`src/hw/rtl/ccc_pkg.sv`:
```
// ----------------------------------------------------------------------------
// ccc_pkg: shared types and helpers for the circle pair contact pipeline
// Holds the field widths, the geometry record that rides the pipeline and
// the saturating narrowing function.
// ----------------------------------------------------------------------------
package ccc_pkg;

   // Default number of fraction bits of the fixed-point format.
   localparam int FRAC_BITS_DEF = 16;

   // Iterations of the square root and of the divider.
   localparam int SQRT_STEPS = 32;
   localparam int DIV_STEPS  = 31;

   // Width of one product of a radius and a centre distance component.
   localparam int PROD_W = 63;

   // Geometry of one pair, carried alongside the long arithmetic.
   typedef struct packed {
      logic signed [32:0] ax;
      logic signed [32:0] ay;
      logic signed [32:0] bx;
      logic signed [32:0] by;
      logic [30:0]        ra;
      logic [30:0]        rb;
      logic [31:0]        rsum;
      logic               dx_neg;
      logic               dy_neg;
      logic               hit;
      logic               zero;
   } geom_type;

   // Narrow a wide signed value to 32 bits with saturation.
   function automatic logic signed [31:0] sat32(input logic signed [35:0] v);
      logic signed [31:0] r;
      if (v > 36'sd2147483647) begin
         r = 32'sh7FFFFFFF;
      end else if (v < -36'sd2147483648) begin
         r = 32'sh80000000;
      end else begin
         r = v[31:0];
      end
      return r;
   endfunction

endpackage

```
`src/hw/rtl/ccc_sqrt.sv`:
```
// ----------------------------------------------------------------------------
// ccc_sqrt: pipelined integer square root
// One root bit per stage, restoring form, with a side word carried along.
// ----------------------------------------------------------------------------
module ccc_sqrt #(
   parameter int SW = 1
) (
   input  logic          clock,
   input  logic          reset,
   input  logic          en,
   input  logic          in_valid,
   input  logic [63:0]   radicand,
   input  logic [SW-1:0] in_side,
   output logic          out_valid,
   output logic [31:0]   root,
   output logic [SW-1:0] out_side
);

   localparam int N = ccc_pkg::SQRT_STEPS;

   logic [63:0]   rad_ff  [0:N-1];
   logic [33:0]   rem_ff  [0:N-1];
   logic [31:0]   root_ff [0:N-1];
   logic [SW-1:0] side_ff [0:N-1];
   logic [N-1:0]  v_ff;

   for (genvar i = 0; i < N; i++) begin : g_step
      logic [63:0]   rad_p;
      logic [33:0]   rem_p;
      logic [31:0]   root_p;
      logic [SW-1:0] side_p;
      logic          v_p;
      logic [35:0]   t, trial, diff;
      logic          ge;

      if (i == 0) begin : g_first
         assign rad_p  = radicand;
         assign rem_p  = '0;
         assign root_p = '0;
         assign side_p = in_side;
         assign v_p    = in_valid;
      end else begin : g_next
         assign rad_p  = rad_ff[i-1];
         assign rem_p  = rem_ff[i-1];
         assign root_p = root_ff[i-1];
         assign side_p = side_ff[i-1];
         assign v_p    = v_ff[i-1];
      end

      // Bring down two radicand bits and try the next root bit.
      always_comb begin
         t     = {rem_p, rad_p[63:62]};
         trial = {2'b00, root_p, 2'b01};
         ge    = (t >= trial);
         diff  = t - trial;
      end

      always_ff @(posedge clock) begin
         if (en) begin
            rad_ff[i]  <= {rad_p[61:0], 2'b00};
            rem_ff[i]  <= ge ? diff[33:0] : t[33:0];
            root_ff[i] <= {root_p[30:0], ge};
            side_ff[i] <= side_p;
         end
      end

      always_ff @(posedge clock) begin
         if (reset) begin
            v_ff[i] <= 1'b0;
         end else if (en) begin
            v_ff[i] <= v_p;
         end
      end
   end

   assign out_valid = v_ff[N-1];
   assign root      = root_ff[N-1];
   assign out_side  = side_ff[N-1];

endmodule

```
`config.mk`:
```
export PLATFORM = sky130hd
export DESIGN_NAME = ccc_sqrt
export DESIGN_NICKNAME = d
export VERILOG_FILES = /design/src/hw/rtl/ccc_pkg.sv /design/src/hw/rtl/ccc_sqrt.sv
export SDC_FILE = /design/constraint.sdc
export NUM_CORES = 2
export LEC_CHECK = 0
export BUFFER_PORTS_ARGS = -buffer_cell sky130_fd_sc_hd__clkbuf_2
export CAP_MARGIN = 30
export CORE_MARGIN = 5
export CORE_UTILIZATION = 50
export DETAILED_ROUTE_END_ITERATION = 6
export PLACE_DENSITY_LB_ADDON = 0.2
export SETUP_SLACK_MARGIN = 0.15
export SYNTH_ARGS = -nofsm -noshare
export SYNTH_HDL_FRONTEND = slang
export SYNTH_MEMORY_MAX_BITS = 65536
export SYNTH_SLANG_ARGS = --single-unit
```
`constraint.sdc`:
```
create_clock -name clock -period 4.9 [get_ports clock]
set_clock_uncertainty 0.2 [all_clocks]
set_input_delay 1.47 -clock clock [delete_from_list [all_inputs] [get_ports clock]]
set_output_delay 1.47 -clock clock [all_outputs]
set_load 0.05 [all_outputs]
```
==> impl_results.md <==
- Antenna violations before repair: 4
- ANT nets after route: 0
- Req. time, crit path: between 5 and 6 ns
- Max_cap viols: 0
- FF-to-FF End: rem_ff[0][195]
- Final Hold Vio Count: 0
- Hold buffers post-CTS: 0
- Setup violators final: 0
- RSZ-0062 raised after global routing: false
- Asr flop ratio synth: 0
- Max stage delay on crit path: ~0.64 ns
- Buffers & Inverters on Critical Path: 1
- P_sw: about 17 mW
- Number of synthesized flops with an enable pin: around 2600
- Final TNS setup: 0 ns
- Top delay family on crit path: simple AND/OR/NAND/NOR gates
- Number of clock sinks: about 2600
- Crit Path Class: register to register
- Cell-internal power: 45.5 mW
- Final nets: 10100
- Design Power: roughly 63 mW
- I/O Pins: ~100
- Crit-path slowest cell: or4b_2
- Final worst path period share: 0.895
- Largest net degree at the start of global routing: 120
- Tot GR Track Use: 0.188
- Synth Register Bits: approximately 2600
- Die W: around 500 um
- Worst Path Max Fanout: 12
- Post-CTS sizing: 0
- Worst setup margin: between 0.5 and 0.6 ns
- Worst setup EP type: register
- Post-CTS setup repair buffer count: 0
- Cell area after synthesis: between 100000 and 150000 sq um
- Primary FF master, synth: edfxtp_1
- Die extent in y: roughly 500 um
- Total Wirelength: 237 mm
- Syn Inst Count: between 9000 and 10000
- Worst-case vdd ir drop: approximately 0.35 mV
- CTS root buffer: clkbuf_16
- Max-slew headroom: 0.356
- CTS clk-pin slew, worst paths: about 0.06 ns
- Syn. warnings: 0
- Tmin final: approximately 4.4 ns
- Layout cells sized above 1: 0.0786
- Pre-Repair DR Iteration Count: 6
- Full die area: roughly 250000 sq um
- Crit path launch type: register
- Slew Viols, Final: 0
- R2R depth: 10
- Worst Hold Launch: rad_ff[0][469]
- CTS tree: built
- Status: completed
- Hold Path End: rad_ff[1][37]
- Placer's final routability congestion estimate: ~0.90
- Drt via density: 5.50
- Most frequent cells in the layout: edfxtp_1 (2555), inv_1 (696), nand2_1 (681)
- LEAKAGE: approximately 50 nW
- Fmax: 0.228 GHz
- Worst r2r src: rem_ff[0][158]
- Sw frac: 0.276
- DP Worst Slack: 0.513 ns
- First-pass GRT wire length: 377 mm
- Synth cell types: 82
- Logic pwr share: 0.194
- Detail Placement HPWL: 170 mm
- Synthesized Nets: a little under 10000
- WP data arrival: approximately 4.8 ns
- PD cells: between 400 and 500 nW/um^2
- Post-route DRC: 0
- Grt ovf: 0
- Vias in the first global route: about 69000
- CTS buffer count: just under 300
- Num rows: around 180
- Area Overhead vs Synth: 12.1%
- DR WL/cell: around 18 um
- Sequential Power Share: 0.473
- Flop2flop setup slack: between 0.5 and 0.6 ns
- CP Cell Sequence: or4_1 > or3_1 > or4b_2 > nor3_1 > and3_1 > inv_2 > nand4_1 > or3_1 > nor3_1 > xor2_1
- Sequential share of the synthesized area: 0.652
- PortBufs: 102
- Initial DRC count: approximately 5500
- Most common cell after layout, fill and taps aside: edfxtp_1
- Core area: about 240000 sq um
- CTS Buffer Depth: 4
- Clock power share: 0.333
- Worst hold stages: 0
- Clk_lat worst skew: between 0.9 and 1 ns
- Synthesized area per cell: about 13 sq um
- Starting Density: 0.503
- Hold Path Class: register to register
- Worst slew pin tran: around 0.96 ns
- DR vias: 70300
- Htree depth: 5
-- routing by layer --
layer  share of wire  global-route usage  up-vias
met1            0.43               0.242    34100
met4           0.035              0.0642        0
met5               0                   0        -
met2            0.50               0.328     1460
met3           0.037              0.0245      504
li1                -                   -    34300
-- per-stage QoR --
stage / instance area, sq um / instances / util / hold slack, ns
6_report: 133000 / 12800 / 0.564 / 0.198
3_5_place_dp: 124000 / 12300 / 0.525 / 0.205
3_3_place_gp: 124000 / 12300 / 0.525 / 0.200
2_1_floorplan: 119000 / 9093 / - / 0.200
5_1_grt: 133000 / 12800 / 0.564 / 0.203
4_1_cts: 133000 / 12800 / 0.564 / 0.199
-- Yosys cell counts (55+ instances only) --
library cell / n / area share
edfxtp_1: 2555 / 0.65
inv_1: 696 / 0.022
nand2_1: 681 / 0.022
ha_1: 562 / 0.059
nor2_1: 534 / 0.017
o21ai_0: 534 / 0.023
a21oi_1: 527 / 0.022
xor2_1: 461 / 0.034
xnor2_1: 385 / 0.028
a21o_1: 225 / 0.014
nor3_1: 224 / 0.0095
clkbuf_1: 149 / 0.0047
nand3_1: 124 / 0.0052
nor4_1: 118 / 0.0062
nand2b_1: 108 / 0.0057
or3_1: 93 / 0.0049
o21a_1: 92 / 0.0058
nand4_1: 90 / 0.0047
nor2b_1: 75 / 0.0040
o31ai_1: 64 / 0.0041
or2_2: 55 / 0.0029
-- worst reg2reg max path, cell delays in order, from the launching register on --
cell	delay, ns
edfxtp_1	0.44
or4_1	0.54
or3_1	0.38
or4b_2	0.64
nor3_1	0.46
and3_1	0.52
inv_2	0.13
nand4_1	0.28
or3_1	0.27
nor3_1	0.09
xor2_1	0.15
-- flip-flops by register name, indices dropped and copies added (netlist names) --
register / cells
g_step.v_p: 31
out_valid: 1
rad_ff: 992
rem_ff: 1003
root_ff: 528
side_ff: 32
-- power by group through the flow --
stage / sequential [mW] / clock, mW / combinational (mW)
global route: 30.0 / 22.5 / 13.6
finish: 29.7 / 20.9 / 12.2
CTS: 29.7 / 21.6 / 12.2
floorplan: 29.4 / 0 / 8.95
global placement: 30.1 / 0 / 12.0
detailed placement: 30.2 / 0 / 12.1
-- worst max path at each step --
stage / from / endpoint / slack [ns] / depth (start not counted)
after floorplan: rem_ff[0][226] / rem_ff[0][263] / 1.18 / 11
after global placement: rem_ff[0][158] / rem_ff[0][201] / 0.55 / 10
after detailed placement: rem_ff[0][158] / rem_ff[0][195] / 0.51 / 10
after CTS: rem_ff[0][158] / rem_ff[0][195] / 0.49 / 10
after global routing: rem_ff[1][408] / rem_ff[1][473] / 0.25 / 11
final: rem_ff[0][158] / rem_ff[0][195] / 0.51 / 10
-- cells by family after synthesis --
| group | count (synthesis) | share of synthesized area |
|---|---|---|
| buf+inv | 862 | 0.0274 |
| fa+ha+maj | 562 | 0.0593 |
| xor+xnor | 846 | 0.0625 |
| compound gates | 1811 | 0.0938 |
| other cells | 1 | 0.0000316 |
| simple gates | 2325 | 0.0957 |
| mux | 99 | 0.00890 |
| flops | 2587 | 0.652 |
-- layout make-up --
type	count	area (sq um)
diodes	2	5.00
clock buffers	345	7650
clock inverters	159	1490
fillers	19100	103000
inverters	697	2620
multi-input cells	5644	38100
flip-flops and latches	2587	77400
well taps	3150	3940
repair buffers	210	1760
Note: power is estimated with default switching activity, not from simulation.
