File: config.mk
export PLATFORM = sky130hd
export DESIGN_NAME = ccc_back
export DESIGN_NICKNAME = d
export VERILOG_FILES = /design/src/hw/rtl/ccc_pkg.sv /design/src/hw/rtl/ccc_back.sv
export SDC_FILE = /design/constraint.sdc
export NUM_CORES = 1
export LEC_CHECK = 0
export ABC_AREA = 0
export BUFFER_PORTS_ARGS = -buffer_cell sky130_fd_sc_hd__buf_2
export CORE_MARGIN = 5
export CORE_UTILIZATION = 30
export CTS_CLUSTER_DIAMETER = 120
export DETAILED_ROUTE_END_ITERATION = 6
export PLACE_DENSITY = 0.52
export SLEW_MARGIN = 40
export SYNTH_ARGS = -nofsm -noshare
export SYNTH_HDL_FRONTEND = slang
export SYNTH_SLANG_ARGS = --single-unit
File: constraint.sdc
create_clock -name clock -period 22.9 [get_ports clock]
set_input_delay 4.58 -clock clock [delete_from_list [all_inputs] [get_ports clock]]
set_output_delay 4.58 -clock clock [all_outputs]
set_load 0.02 [all_outputs]
File: src/hw/rtl/ccc_pkg.sv
// ----------------------------------------------------------------------------
// ccc_pkg: shared types and helpers for the circle pair contact pipeline
// Holds the field widths, the geometry record that rides the pipeline and
// the saturating narrowing function.
// ----------------------------------------------------------------------------
package ccc_pkg;

   // Default number of fraction bits of the fixed-point format.
   localparam int FRAC_BITS_DEF = 16;

   // Iterations of the square root and of the divider.
   localparam int SQRT_STEPS = 32;
   localparam int DIV_STEPS  = 31;

   // Width of one product of a radius and a centre distance component.
   localparam int PROD_W = 63;

   // Geometry of one pair, carried alongside the long arithmetic.
   typedef struct packed {
      logic signed [32:0] ax;
      logic signed [32:0] ay;
      logic signed [32:0] bx;
      logic signed [32:0] by;
      logic [30:0]        ra;
      logic [30:0]        rb;
      logic [31:0]        rsum;
      logic               dx_neg;
      logic               dy_neg;
      logic               hit;
      logic               zero;
   } geom_type;

   // Narrow a wide signed value to 32 bits with saturation.
   function automatic logic signed [31:0] sat32(input logic signed [35:0] v);
      logic signed [31:0] r;
      if (v > 36'sd2147483647) begin
         r = 32'sh7FFFFFFF;
      end else if (v < -36'sd2147483648) begin
         r = 32'sh80000000;
      end else begin
         r = v[31:0];
      end
      return r;
   endfunction

endpackage

File: src/hw/rtl/ccc_back.sv
// ----------------------------------------------------------------------------
// ccc_back: contact points, normal and depth, into the output register
// Applies the signed offsets, handles coincident centres and misses, and
// saturates every field to 32 bits.
// ----------------------------------------------------------------------------
module ccc_back #(
   parameter int FRAC_BITS = ccc_pkg::FRAC_BITS_DEF
) (
   input  logic               clock,
   input  logic               reset,
   input  logic               en,
   input  logic               in_valid,
   input  ccc_pkg::geom_type  geom,
   input  logic [31:0]        ctr_dist,
   input  logic [3:0][30:0]   offset,
   output logic               out_valid,
   output logic signed [31:0] contact_a_x,
   output logic signed [31:0] contact_a_y,
   output logic signed [31:0] contact_b_x,
   output logic signed [31:0] contact_b_y,
   output logic signed [31:0] normal_x,
   output logic signed [31:0] normal_y,
   output logic signed [31:0] depth,
   output logic               hit
);

   logic signed [32:0] oax, oay, obx, oby;
   logic signed [35:0] cax, cay, cbx, cby;
   logic [31:0]        dep_raw;
   logic signed [31:0] cax_in, cay_in, cbx_in, cby_in, nx_in, ny_in, dep_in;

   // Signed offsets along the centre line.
   always_comb begin
      oax = geom.dx_neg ? -33'(offset[0]) : 33'(offset[0]);
      oay = geom.dy_neg ? -33'(offset[1]) : 33'(offset[1]);
      obx = geom.dx_neg ? -33'(offset[2]) : 33'(offset[2]);
      oby = geom.dy_neg ? -33'(offset[3]) : 33'(offset[3]);
      cax = 36'(geom.ax) + 36'(oax);
      cay = 36'(geom.ay) + 36'(oay);
      cbx = 36'(geom.bx) - 36'(obx);
      cby = 36'(geom.by) - 36'(oby);
      dep_raw = geom.rsum - ctr_dist;
   end

   // Select between a miss, coincident centres and the general contact.
   always_comb begin
      priority if (!geom.hit) begin
         cax_in = '0;
         cay_in = '0;
         cbx_in = '0;
         cby_in = '0;
         nx_in  = '0;
         ny_in  = '0;
         dep_in = '0;
      end else if (geom.zero) begin
         cax_in = ccc_pkg::sat32(36'(geom.ax));
         cay_in = ccc_pkg::sat32(36'(geom.ay) + 36'(geom.ra));
         cbx_in = ccc_pkg::sat32(36'(geom.bx));
         cby_in = ccc_pkg::sat32(36'(geom.by) + 36'(geom.rb));
         nx_in  = '0;
         ny_in  = 32'(1) <<< FRAC_BITS;
         dep_in = (geom.ra > geom.rb) ? 32'(geom.ra) : 32'(geom.rb);
      end else begin
         cax_in = ccc_pkg::sat32(cax);
         cay_in = ccc_pkg::sat32(cay);
         cbx_in = ccc_pkg::sat32(cbx);
         cby_in = ccc_pkg::sat32(cby);
         // The normal comes from the unsaturated contact points.
         nx_in  = ccc_pkg::sat32(cbx - cax);
         ny_in  = ccc_pkg::sat32(cby - cay);
         dep_in = dep_raw[31] ? 32'sh7FFFFFFF : dep_raw;
      end
   end

   // Output register.
   logic               v_ff;
   logic signed [31:0] cax_ff, cay_ff, cbx_ff, cby_ff, nx_ff, ny_ff, dep_ff;
   logic               hit_ff;

   always_ff @(posedge clock) begin
      if (en) begin
         cax_ff <= cax_in;
         cay_ff <= cay_in;
         cbx_ff <= cbx_in;
         cby_ff <= cby_in;
         nx_ff  <= nx_in;
         ny_ff  <= ny_in;
         dep_ff <= dep_in;
         hit_ff <= geom.hit;
      end
   end

   always_ff @(posedge clock) begin
      if (reset) begin
         v_ff <= 1'b0;
      end else if (en) begin
         v_ff <= in_valid;
      end
   end

   assign out_valid   = v_ff;
   assign contact_a_x = cax_ff;
   assign contact_a_y = cay_ff;
   assign contact_b_x = cbx_ff;
   assign contact_b_y = cby_ff;
   assign normal_x    = nx_ff;
   assign normal_y    = ny_ff;
   assign depth       = dep_ff;
   assign hit         = hit_ff;

endmodule

==> flow_metrics.tcl <==
set metrics [dict create \
    path_class "in2reg" \
    numCtsBuffers 37 \
    worst_r2r_endpoint "out_valid" \
    ioPinCount 616 \
    cpMaxStageDelayCell "o21ai_0" \
    power_density_mw_per_mm2 82.67 \
    ys_types 96 \
    p_leak_nw 14.98 \
    die_w_um 314.2 \
    routed.top_layer "met5" \
    antenna_left 0 \
    critical-path-top-delay-family "compound AO/OA/AOI/OAI gates" \
    cp.arrival_ps 11810 \
    relSlewSlack 0.4395 \
    grt_pass1_vias 26510 \
    drive_above_1_share 0.1977 \
    holdBufCountCts 0 \
    internal_power_mw 1.500 \
    hp-start "out_valid" \
    grt_usage 0.2293 \
    yosysWarningCount 0 \
    synth_fp_nets 3980 \
    critPathBufInv 4 \
    wl_met2_um 57680 \
    p_sw_frac 0.4603 \
    hold_end "out_valid" \
    p_comb_frac 0.592 \
    layout_setup_ws_ps 11400 \
    viasPerCell 5.370 \
    met3_length_um 8954 \
    ys.flop_type "edfxtp_1" \
    status "complete, no violations" \
    synthesis.area_mm2 0.02777 \
    pwr-share-clk 0.193 \
    core_area_mm2 0.09180 \
    syn_avg_cell_area_um2 8.544 \
    cp-start-kind "input port" \
    r2r_slack_ps 22330 \
    period_minus_slack_ps 11500 \
    reg2reg_from "out_valid" \
    h-tree-depth 2 \
    postSynthRegisterBits 225 \
    crit_path_frequent_cell "o21ai_0" \
    routabilityCongestion 0.9583 \
    wire_per_inst_um 23.17 \
    overflow 0 \
    io_buffers 614 \
    dpl.hpwl_um 98520 \
    final.setup.tns_ps 0 \
    min_period_over_period 0.5023 \
    dr.pass1.iters 7 \
    drt_iter0_drc 1971 \
    grt_max_degree 126 \
    die-area_mm2 0.09874 \
    num-nets-final 4568 \
    cts_resized 0 \
    fp-row-count 111 \
    required_ps 23210 \
    seqPwrFrac 0.215 \
    max_stage_delay_ps 530 \
    rsz0062_at_grt "no" \
    grt_pass1_wl_um 171500 \
    ff2ff_path_depth 2 \
    clkTransAtPathRegs_ps 50 \
    synth_edf_count 224 \
    routed_wl_um 119000 \
    hold_path_depth 2 \
    die_h_um 314.2 \
    switchingPower_mw 1.279 \
    cp_max_fo 66 \
    hold_viol 0 \
    finalMaxSlewViolations 0 \
    netlist_instances 3250 \
    wl_met1_um 48220 \
    setup_viol 0 \
    syn2layout_area_growth_pct 21.08 \
    root_buffer "clkbuf_16" \
    drc_errors 0 \
    ys_seq_area_frac 0.2430 \
    cts_setup_buffers 0 \
    fin_skew_ps 0 \
    worst_pin_slew_ps 833.6 \
    timing.fmax_mhz 86.93 \
    pre_cts_slack_ps 10760 \
    initial_core_util 0.3025 \
    antenna_found_initial 66 \
    end_kind "register" \
    vias 27580 \
    clockBufferDepth 3 \
    ir_worst_vdd_uv 68.09 \
    drv_cap 0 \
    cts_tree "yes" \
    cts.sinks 225 \
    synth_async_sr_flop_share 0 \
    clk_latency_ps 580 \
    hold_class "reg2reg" \
]
power by group through the flow:
stage | combinational, mW | clock [mW] | sequential (mW)
after floorplan | 1.04 | 0 | 0.701
after global placement | 1.65 | 0 | 0.606
after detailed placement | 1.64 | 0 | 0.604
after CTS | 1.65 | 0.554 | 0.599
after global routing | 1.81 | 0.566 | 0.605
final | 1.65 | 0.536 | 0.598
cells by family (layout without fill, tap and decap cells):
| group | after synthesis | count (layout) | share of synthesized area |
|---|---|---|---|
| flip-flops | 225 | 225 | 0.2430 |
| multiplexers | 37 | 37 | 0.01347 |
| AND/OR/NAND/NOR | 739 | 739 | 0.1350 |
| buffers and inverters | 314 | 924 | 0.04326 |
| AO/OA/AOI/OAI | 1230 | 1230 | 0.2932 |
| XOR/XNOR | 364 | 364 | 0.1164 |
| other | 1 | 33 | 0.0001351 |
| adder cells (fa/ha/maj) | 340 | 340 | 0.1556 |
worst register-to-register path: stages (launching register included):
cell and delay (ps):
dfxtp_1 300, mux2i_1 110, nor2_1 50
synth_stat cells (8+ instances only):
| master | instances | area (µm²) |
|---|---|---|
| and2_1 | 17 | 106.4 |
| o211ai_1 | 49 | 367.9 |
| ha_1 | 331 | 4141 |
| xor2_1 | 146 | 1279 |
| inv_1 | 213 | 799.5 |
| nand3_1 | 65 | 325.3 |
| nor2_1 | 151 | 566.8 |
| clkbuf_1 | 86 | 322.8 |
| mux2i_1 | 34 | 340.3 |
| o41ai_1 | 22 | 192.7 |
| xnor2_1 | 213 | 1866 |
| o21ai_0 | 244 | 1221 |
| and4_1 | 9 | 78.83 |
| a21oi_1 | 316 | 1582 |
| nand4_1 | 26 | 162.7 |
| o21ai_1 | 10 | 50.05 |
| a31oi_1 | 29 | 181.4 |
| a41oi_1 | 8 | 70.07 |
| a221oi_1 | 35 | 306.5 |
| a211o_1 | 10 | 87.58 |
| o21a_1 | 44 | 330.3 |
| edfxtp_1 | 224 | 6726 |
| a211oi_1 | 40 | 300.3 |
| or4_1 | 19 | 142.6 |
| o31ai_1 | 72 | 540.5 |
| o21bai_1 | 48 | 360.4 |
| a21boi_0 | 14 | 105.1 |
| nand2_1 | 187 | 701.9 |
| or2_2 | 20 | 125.1 |
| a221o_1 | 26 | 260.3 |
| nand2b_1 | 86 | 538.0 |
| nor2b_1 | 49 | 306.5 |
| fa_1 | 9 | 180.2 |
| o221ai_1 | 30 | 262.8 |
| and3_1 | 24 | 150.1 |
| nor3_1 | 32 | 160.2 |
| a21o_1 | 152 | 1141 |
| or3_1 | 29 | 181.4 |
cells in the final DEF, fill, tap and decap left out, types with 86 or more instances in the layout:
master,count
nand2b_1,86
xor2_1,146
edfxtp_1,224
o21ai_0,243
buf_2,613
inv_1,212
a21o_1,152
a21oi_1,314
ha_1,331
nand2_1,187
xnor2_1,213
nor2_1,150
flip-flops by register name (all words and copies together), names as in the netlist, 31 cells and up:
signal	count
contact_a_x	32
contact_a_y	32
contact_b_x	32
contact_b_y	32
normal_x	32
normal_y	32
depth	31
through the flow:
step	total power, mW	instance area [µm²]	hold slack (ps)	util	cells
6_report	2.779	33620	491.1	0.3662	5135
3_5_place_dp	2.244	32420	482.0	0.3531	5041
3_3_place_gp	2.252	32320	474.1	0.3521	5037
2_1_floorplan	1.738	27770	578.8	-	3250
5_1_grt	2.983	33580	572.0	0.3658	5120
4_1_cts	2.804	33510	495.7	0.3650	5102
layout make-up:
cell class,instances,area (µm²)
antenna,32,80.08
clock buffer,43,969.7
clock inverter,18,118.9
fill,9714,58180
inverter,214,805.8
multi-input combinational,2711,19920
sequential,225,6746
tap,1243,1555
timing repair buffer,649,3422
worst max path at each step:
stage | cells after the start | end | slack, ps | start
3_5_place_dp | 28 | normal_y[16] | 10760 | offset[97]
5_1_grt | 30 | normal_x[13] | 10840 | geom[3]
6_report | 30 | normal_x[13] | 11400 | geom[3]
4_1_cts | 28 | normal_y[16] | 11430 | offset[97]
3_3_place_gp | 27 | normal_y[18] | 10590 | offset[97]
2_1_floorplan | 25 | normal_x[10] | 11710 | offset[72]
per-layer routing:
| metal | GRT usage | vias up |
|---|---|---|
| li1 | - | 13470 |
| met1 | 0.2766 | 12960 |
| met2 | 0.4000 | 934 |
| met3 | 0.05661 | 180 |
| met4 | 0.07698 | 36 |
| met5 | 0 | - |
Power figures use the tool's default switching activity.
